$ cat config.mk
export PLATFORM = sky130hd
export DESIGN_NAME = ole_cell
export DESIGN_NICKNAME = d
export VERILOG_FILES = /design/src/design/ordered_list_engine_assert.svh /design/src/design/ole_pkg.sv /design/src/design/ole_cell.sv
export SDC_FILE = /design/constraint.sdc
export NUM_CORES = 1
export LEC_CHECK = 0
export BUFFER_PORTS_ARGS = -buffer_cell sky130_fd_sc_hd__buf_2
export CAP_MARGIN = 20
export CORE_MARGIN = 5
export CORE_UTILIZATION = 25
export DETAILED_ROUTE_END_ITERATION = 12
export GPL_TIMING_DRIVEN = 1
export PLACE_DENSITY_LB_ADDON = 0.2
export SETUP_SLACK_MARGIN = 0.05
export SYNTH_ARGS = -nofsm -noshare
export SYNTH_HDL_FRONTEND = slang
export SYNTH_SLANG_ARGS = --single-unit
$ cat constraint.sdc
create_clock -name clk -period 2.4 [get_ports clk]
set_input_delay 0.48 -clock clk [delete_from_list [all_inputs] [get_ports clk]]
set_output_delay 0.48 -clock clk [all_outputs]
set_load 0.05 [all_outputs]
$ cat src/design/ordered_list_engine_assert.svh
// assertion macros for the ordered list engine
// no dependencies; included inside module bodies
`ifndef ORDERED_LIST_ENGINE_ASSERT_SVH
`define ORDERED_LIST_ENGINE_ASSERT_SVH

// same-cycle implication
`define OLE_ASSERT_IMP(lbl, clk, rst_n, pre, post, msg) \
	lbl: assert property (@(posedge clk) disable iff (!rst_n) (pre) |-> (post)) else $error(msg);

// next-cycle implication
`define OLE_ASSERT_NXT(lbl, clk, rst_n, pre, post, msg) \
	lbl: assert property (@(posedge clk) disable iff (!rst_n) (pre) |=> (post)) else $error(msg);

`endif

$ cat src/design/ole_pkg.sv
// shared types, codes and sizes for the ordered list engine
// no dependencies
package ole_pkg;

	localparam int CAPACITY = 64;
	localparam int IDX_W    = $clog2(CAPACITY);
	localparam int CNT_W    = $clog2(CAPACITY + 1);
	localparam int FUNC_W   = 3;
	localparam int POS_W    = 7;
	localparam int RUN_W    = 7;
	localparam int LEN_W    = 7;
	localparam int ST_W     = 2;
	localparam int SUM_W    = ((CNT_W > POS_W) ? CNT_W : POS_W) + 1;

	localparam logic [FUNC_W-1:0] FN_PUSH_BACK  = 3'd0;
	localparam logic [FUNC_W-1:0] FN_PUSH_FRONT = 3'd1;
	localparam logic [FUNC_W-1:0] FN_POP_BACK   = 3'd2;
	localparam logic [FUNC_W-1:0] FN_POP_FRONT  = 3'd3;
	localparam logic [FUNC_W-1:0] FN_INSERT     = 3'd4;
	localparam logic [FUNC_W-1:0] FN_INSERT_RUN = 3'd5;
	localparam logic [FUNC_W-1:0] FN_DELETE     = 3'd6;
	localparam logic [FUNC_W-1:0] FN_CLEAR      = 3'd7;

	localparam logic [ST_W-1:0] ST_OK       = 2'd0;
	localparam logic [ST_W-1:0] ST_RANGE    = 2'd1;
	localparam logic [ST_W-1:0] ST_OVERFLOW = 2'd2;
	localparam logic [ST_W-1:0] ST_EMPTY    = 2'd3;

	typedef logic [IDX_W-1:0]  idx_t;
	typedef logic signed [31:0] word_t;

	typedef struct packed {
		logic  ins;
		logic  rem;
		idx_t  pos;
		word_t value;
	} cell_ctl_t;

endpackage

$ cat src/design/ole_cell.sv
// one storage cell of the list row; shifts toward either neighbor or loads
// depends on ole_pkg
module ole_cell (
	input  logic              clk,
	input  ole_pkg::idx_t     idx,
	input  ole_pkg::cell_ctl_t ctl,
	input  ole_pkg::word_t    left,
	input  ole_pkg::word_t    right,
	output ole_pkg::word_t    val
);
	import ole_pkg::*;

	word_t val_q;

	always_ff @(posedge clk) begin
		if (ctl.ins) begin
			if (idx > ctl.pos) begin
				val_q <= left;
			end else if (idx == ctl.pos) begin
				val_q <= ctl.value;
			end
		end else if (ctl.rem && (idx >= ctl.pos)) begin
			val_q <= right;
		end
	end

	assign val = val_q;
endmodule

# After elaboration in Yosys (flattened, before gate mapping)
# Index checks and enable logic that the tools add are counted.
[classes]
n_eq_ne = 2
n_mux = 4
n_lt_le_gt_ge = 2
n_reduce_logical = 3
[ops]
columns = ["cell", "count"]
rows = [
  ["$mux W32", 4],
  ["$eq A6 B6 Y1", 1],
  ["$ge A6 B6 Y1", 1],
  ["$gt A6 B6 Y1", 1],
  ["$ne A3 B1 Y1 const B", 1],
  ["$reduce_and A2 Y1", 1],
  ["$reduce_bool A2 Y1", 1],
  ["$logic_and A1 B1 Y1", 1],
]
[word_totals]
out_inout_bits = 32
register_bits = 32

# Longest topological paths before layout
[logic_depth]
ltp_word = 4
ltp_mapped = 7

# Worst setup path before layout
# No wires, ideal clock.
[synth_timing]
path_kind = "input port to flip-flop"
startpoint = "input ctl[37] in the netlist's numbering"
endpoint = "register val_q[0] (netlist: val[0]), enable pin"
arrival_ns = 1.970
path_stages = 6
setup_time_ns = 0.391
path_slack_ns = 0.039
path_cell_list = "inv_1 ha_1 nand2_1 o21a_1 o21ai_0 o21a_1"
[synth_between]
elab_chain_len = 4
elab_cells_between_ends = 7
[synth_rtl]
columns = ["element", "line_no", "text"]
rows = [
  ["from (decl)", "ole_cell.sv:6", "input ole_pkg::cell_ctl_t ctl,"],
  ["$ge A6 B6 Y1", "ole_cell.sv:22", "end else if (ctl.rem && (idx >= ctl.pos)) begin"],
  ["$logic_and A1 B1 Y1", "ole_cell.sv:22", ""],
  ["$reduce_bool A2 Y1 (no source line)", "n/a", ""],
  ["$reduce_and A2 Y1 (no source line) (*)", "n/a", ""],
  ["to (signal assigned)", "ole_cell.sv:18", "val_q <= left;"],
  ["to (signal assigned)", "ole_cell.sv:20", "val_q <= ctl.value;"],
  ["to (signal assigned)", "ole_cell.sv:23", "val_q <= right;"],
  ["to (decl)", "ole_cell.sv:13", "word_t val_q;"],
]
# Mark *: on every way between the ends. The rest lies on a longest branch, timed or not.
# A chain may end at the register's enable or synchronous reset.

# Worst setup path after layout
[layout_timing]
startpoint = "input idx[1]"
endpoint = "register val_q[28] (netlist: val[28]), data pin"
[layout_between]
elab_chain_len = 3
[layout_rtl]
columns = ["element", "line_no", "text"]
rows = [
  ["from (decl)", "ole_cell.sv:5", "input ole_pkg::idx_t idx,"],
  ["$gt A6 B6 Y1", "ole_cell.sv:17", "if (idx > ctl.pos) begin"],
  ["$mux W32", "ole_cell.sv:17", ""],
  ["$mux W32", "ole_cell.sv:16", "if (ctl.ins) begin"],
]
# No other way between the ends.

==> impl_metrics.json <==
{
  "n_fill_cell": 755,
  "cp.required_ns": 2.43,
  "vias": 1709,
  "synth.most_common_cell": "edfxtp_1",
  "hp-class": "in2reg",
  "endpoint_kind": "register",
  "gp_congestion": 0.749,
  "synth_top_cell_by_area": "edfxtp_1",
  "fin_tns_setup_ns": 0,
  "status": "finished clean",
  "drcViolationCount": 0,
  "yosys_warnings": 0,
  "netlist_instances": 142,
  "h-tree-depth": 2,
  "numCtsBuffers": 5,
  "die_width_um": 95.9,
  "synthTopCellsByArea": "edfxtp_1, o221a_1, or2_2",
  "synth.distinct_cells": 25,
  "grt_max_degree": 33,
  "cts_resized": 0,
  "grt_pass1_vias": 1776,
  "path_clk_slew_ns": 0.07,
  "crit_chain": "buf_2, ha_1, nor2b_1, o21bai_4, a211o_4, o221a_1",
  "peakVddDrop_mv": 0.205,
  "endpoint": "val[28]",
  "finalNetCount": 405,
  "ys_ff_latch": 32,
  "slew_headroom_pct": 76.8,
  "fmax_mhz": 495,
  "largest_reg_flops": 32,
  "initial_core_util_pct": 25.6,
  "clock-root-buffer": "clkbuf_8",
  "via_per_inst": 4.42,
  "synth_edf_count": 32,
  "hold_viol": 0,
  "dp.cells": 380,
  "maxCapViolations": 0,
  "arrival_ns": 2.05,
  "ant_nets": 0,
  "grt_antenna_before_repair": 0,
  "clock-sinks": 32,
  "antenna_cells": 0,
  "ys_seq_area_share_pct": 52.1,
  "holdWs_ns": 0.537,
  "rsz0062_at_grt": "no",
  "port_buffers": 142,
  "yosysTopAreaCellShare_pct": 52.1,
  "critPathLaunch": "idx[1]",
  "drtPass1Iterations": 4,
  "critPathMaxStageDelay_ns": 0.48,
  "wirelength_mm": 5.88,
  "pin_count": 143,
  "worstMarginPinSlew_ns": 0.348,
  "leakage_uw": 0.00125,
  "area.growth.synth_to_final_pct": 49.7,
  "die_area_um2": 9200,
  "setup_viol": 0,
  "worstSetupPathType": "in2reg",
  "coreArea_um2": 7210,
  "drive_gt1_share_pct": 66.3,
  "finalCriticalPeriod_ns": 2.02,
  "power_density_nw_per_um2": 672,
  "die-height_um": 95.9,
  "syn_area_um2": 1850,
  "min_period_over_period_pct": 84.2,
  "synthArstFlopShare_pct": 0,
  "crit_buf_inv": 1,
  "synth_flop_cell": "edfxtp_1",
  "wire_per_inst_um": 15.2,
  "postCtsHoldBufs": 0,
  "grt_pass1_wl_mm": 8.49,
  "cp_max_fo": 31,
  "crit_cells": 6,
  "critPathSlowestCell": "a211o_4",
  "cts_buffer_depth": 2,
  "hpwl_mm": 4.75,
  "maxSlewViolCount": 0,
  "finalNonFillerCells": 387,
  "avgSynthCellArea_um2": 13.0,
  "post_cts.repair.setup_buffers": 0,
  "dr.first_iter.drc_count": 38,
  "synth_commonest_cells": "edfxtp_1, or2_2, o221a_1",
  "num_rows": 31,
  "cts_tree": "built",
  "grt_use_total_pct": 12.1,
  "critPathLaunchType": "input pin",
  "crit_family": "compound AO/OA/AOI/OAI gates",
  "synth_nets": 259,
  "gr-total-overflow": 0
}
[cells in the final DEF, fill, tap and decap left out, types with 2 or more instances in the layout]
cell type	instances
a21oi_1	5
buf_2	142
buf_4	5
clkbuf_8	5
edfxtp_1	32
ha_1	6
inv_1	9
nand2_1	2
nand2b_1	2
nor3_1	2
o221a_1	30
or2_2	31
[cell families after synthesis]
logic type                 Yosys count  share of synthesized area [%]
AOI/OAI and AO/OA                   44                           24.6
adders and majority gates            6                           4.07
buffers and inverters               18                           5.08
DFF                                 32                           52.1
and+or+nand+nor                     42                           14.2
[power breakdown]
group          total, uW  internal (uW)  switching (uW)
Sequential           749            729            19.4
Combinational        716            229             488
Clock                390            197             193
Total               1860           1160             700
[metal layers]
| metal | vias to the layer above | GRT usage (%) | part of all wire, % |
|---|---|---|---|
| met2 | 71 | 21.8 | 52 |
| met4 | 0 | 4.74 | 1.7 |
| met3 | 6 | 3.67 | 8.8 |
| met1 | 778 | 13.2 | 37 |
| met5 | - | 0 | 0 |
| li1 | 854 | - | - |
[final cells by class]
class | instances | area (um2) | share of cell area (%)
Clock buffer | 6 | 72.6 | 2.63
Clock inverter | 1 | 5.00 | 0.181
Inverter | 9 | 33.8 | 1.22
Multi-Input combinational cell | 92 | 798 | 28.9
Sequential cell | 32 | 961 | 34.8
Tap cell | 99 | 124 | 4.48
Timing Repair Buffer | 148 | 768 | 27.8
[through the flow]
stage	setup WS (ns)	power (uW)	area, um2	util (%)
final	0.378	1860	2760	38.3
after global routing	0.308	1950	2760	38.3
after CTS	0.384	1890	2760	38.3
after detailed placement	0.0831	1490	2690	37.2
after global placement	0.0829	1490	2690	37.2
after floorplan	0.291	1260	1850	-
[how the worst min path moves through the flow]
| stage | cells past startpoint | endpoint | from | slack, ns |
|---|---|---|---|---|
| global route | 2 | val[12] | ctl[12] | 0.52 |
| detailed placement | 2 | val[16] | ctl[16] | 0.82 |
| floorplan | 2 | val[30] | right[30] | 0.72 |
| CTS | 2 | val[12] | ctl[12] | 0.53 |
| global placement | 2 | val[26] | ctl[26] | 0.82 |
| finish | 2 | val[5] | ctl[5] | 0.54 |
Note: power is estimated with default switching activity, not from simulation.
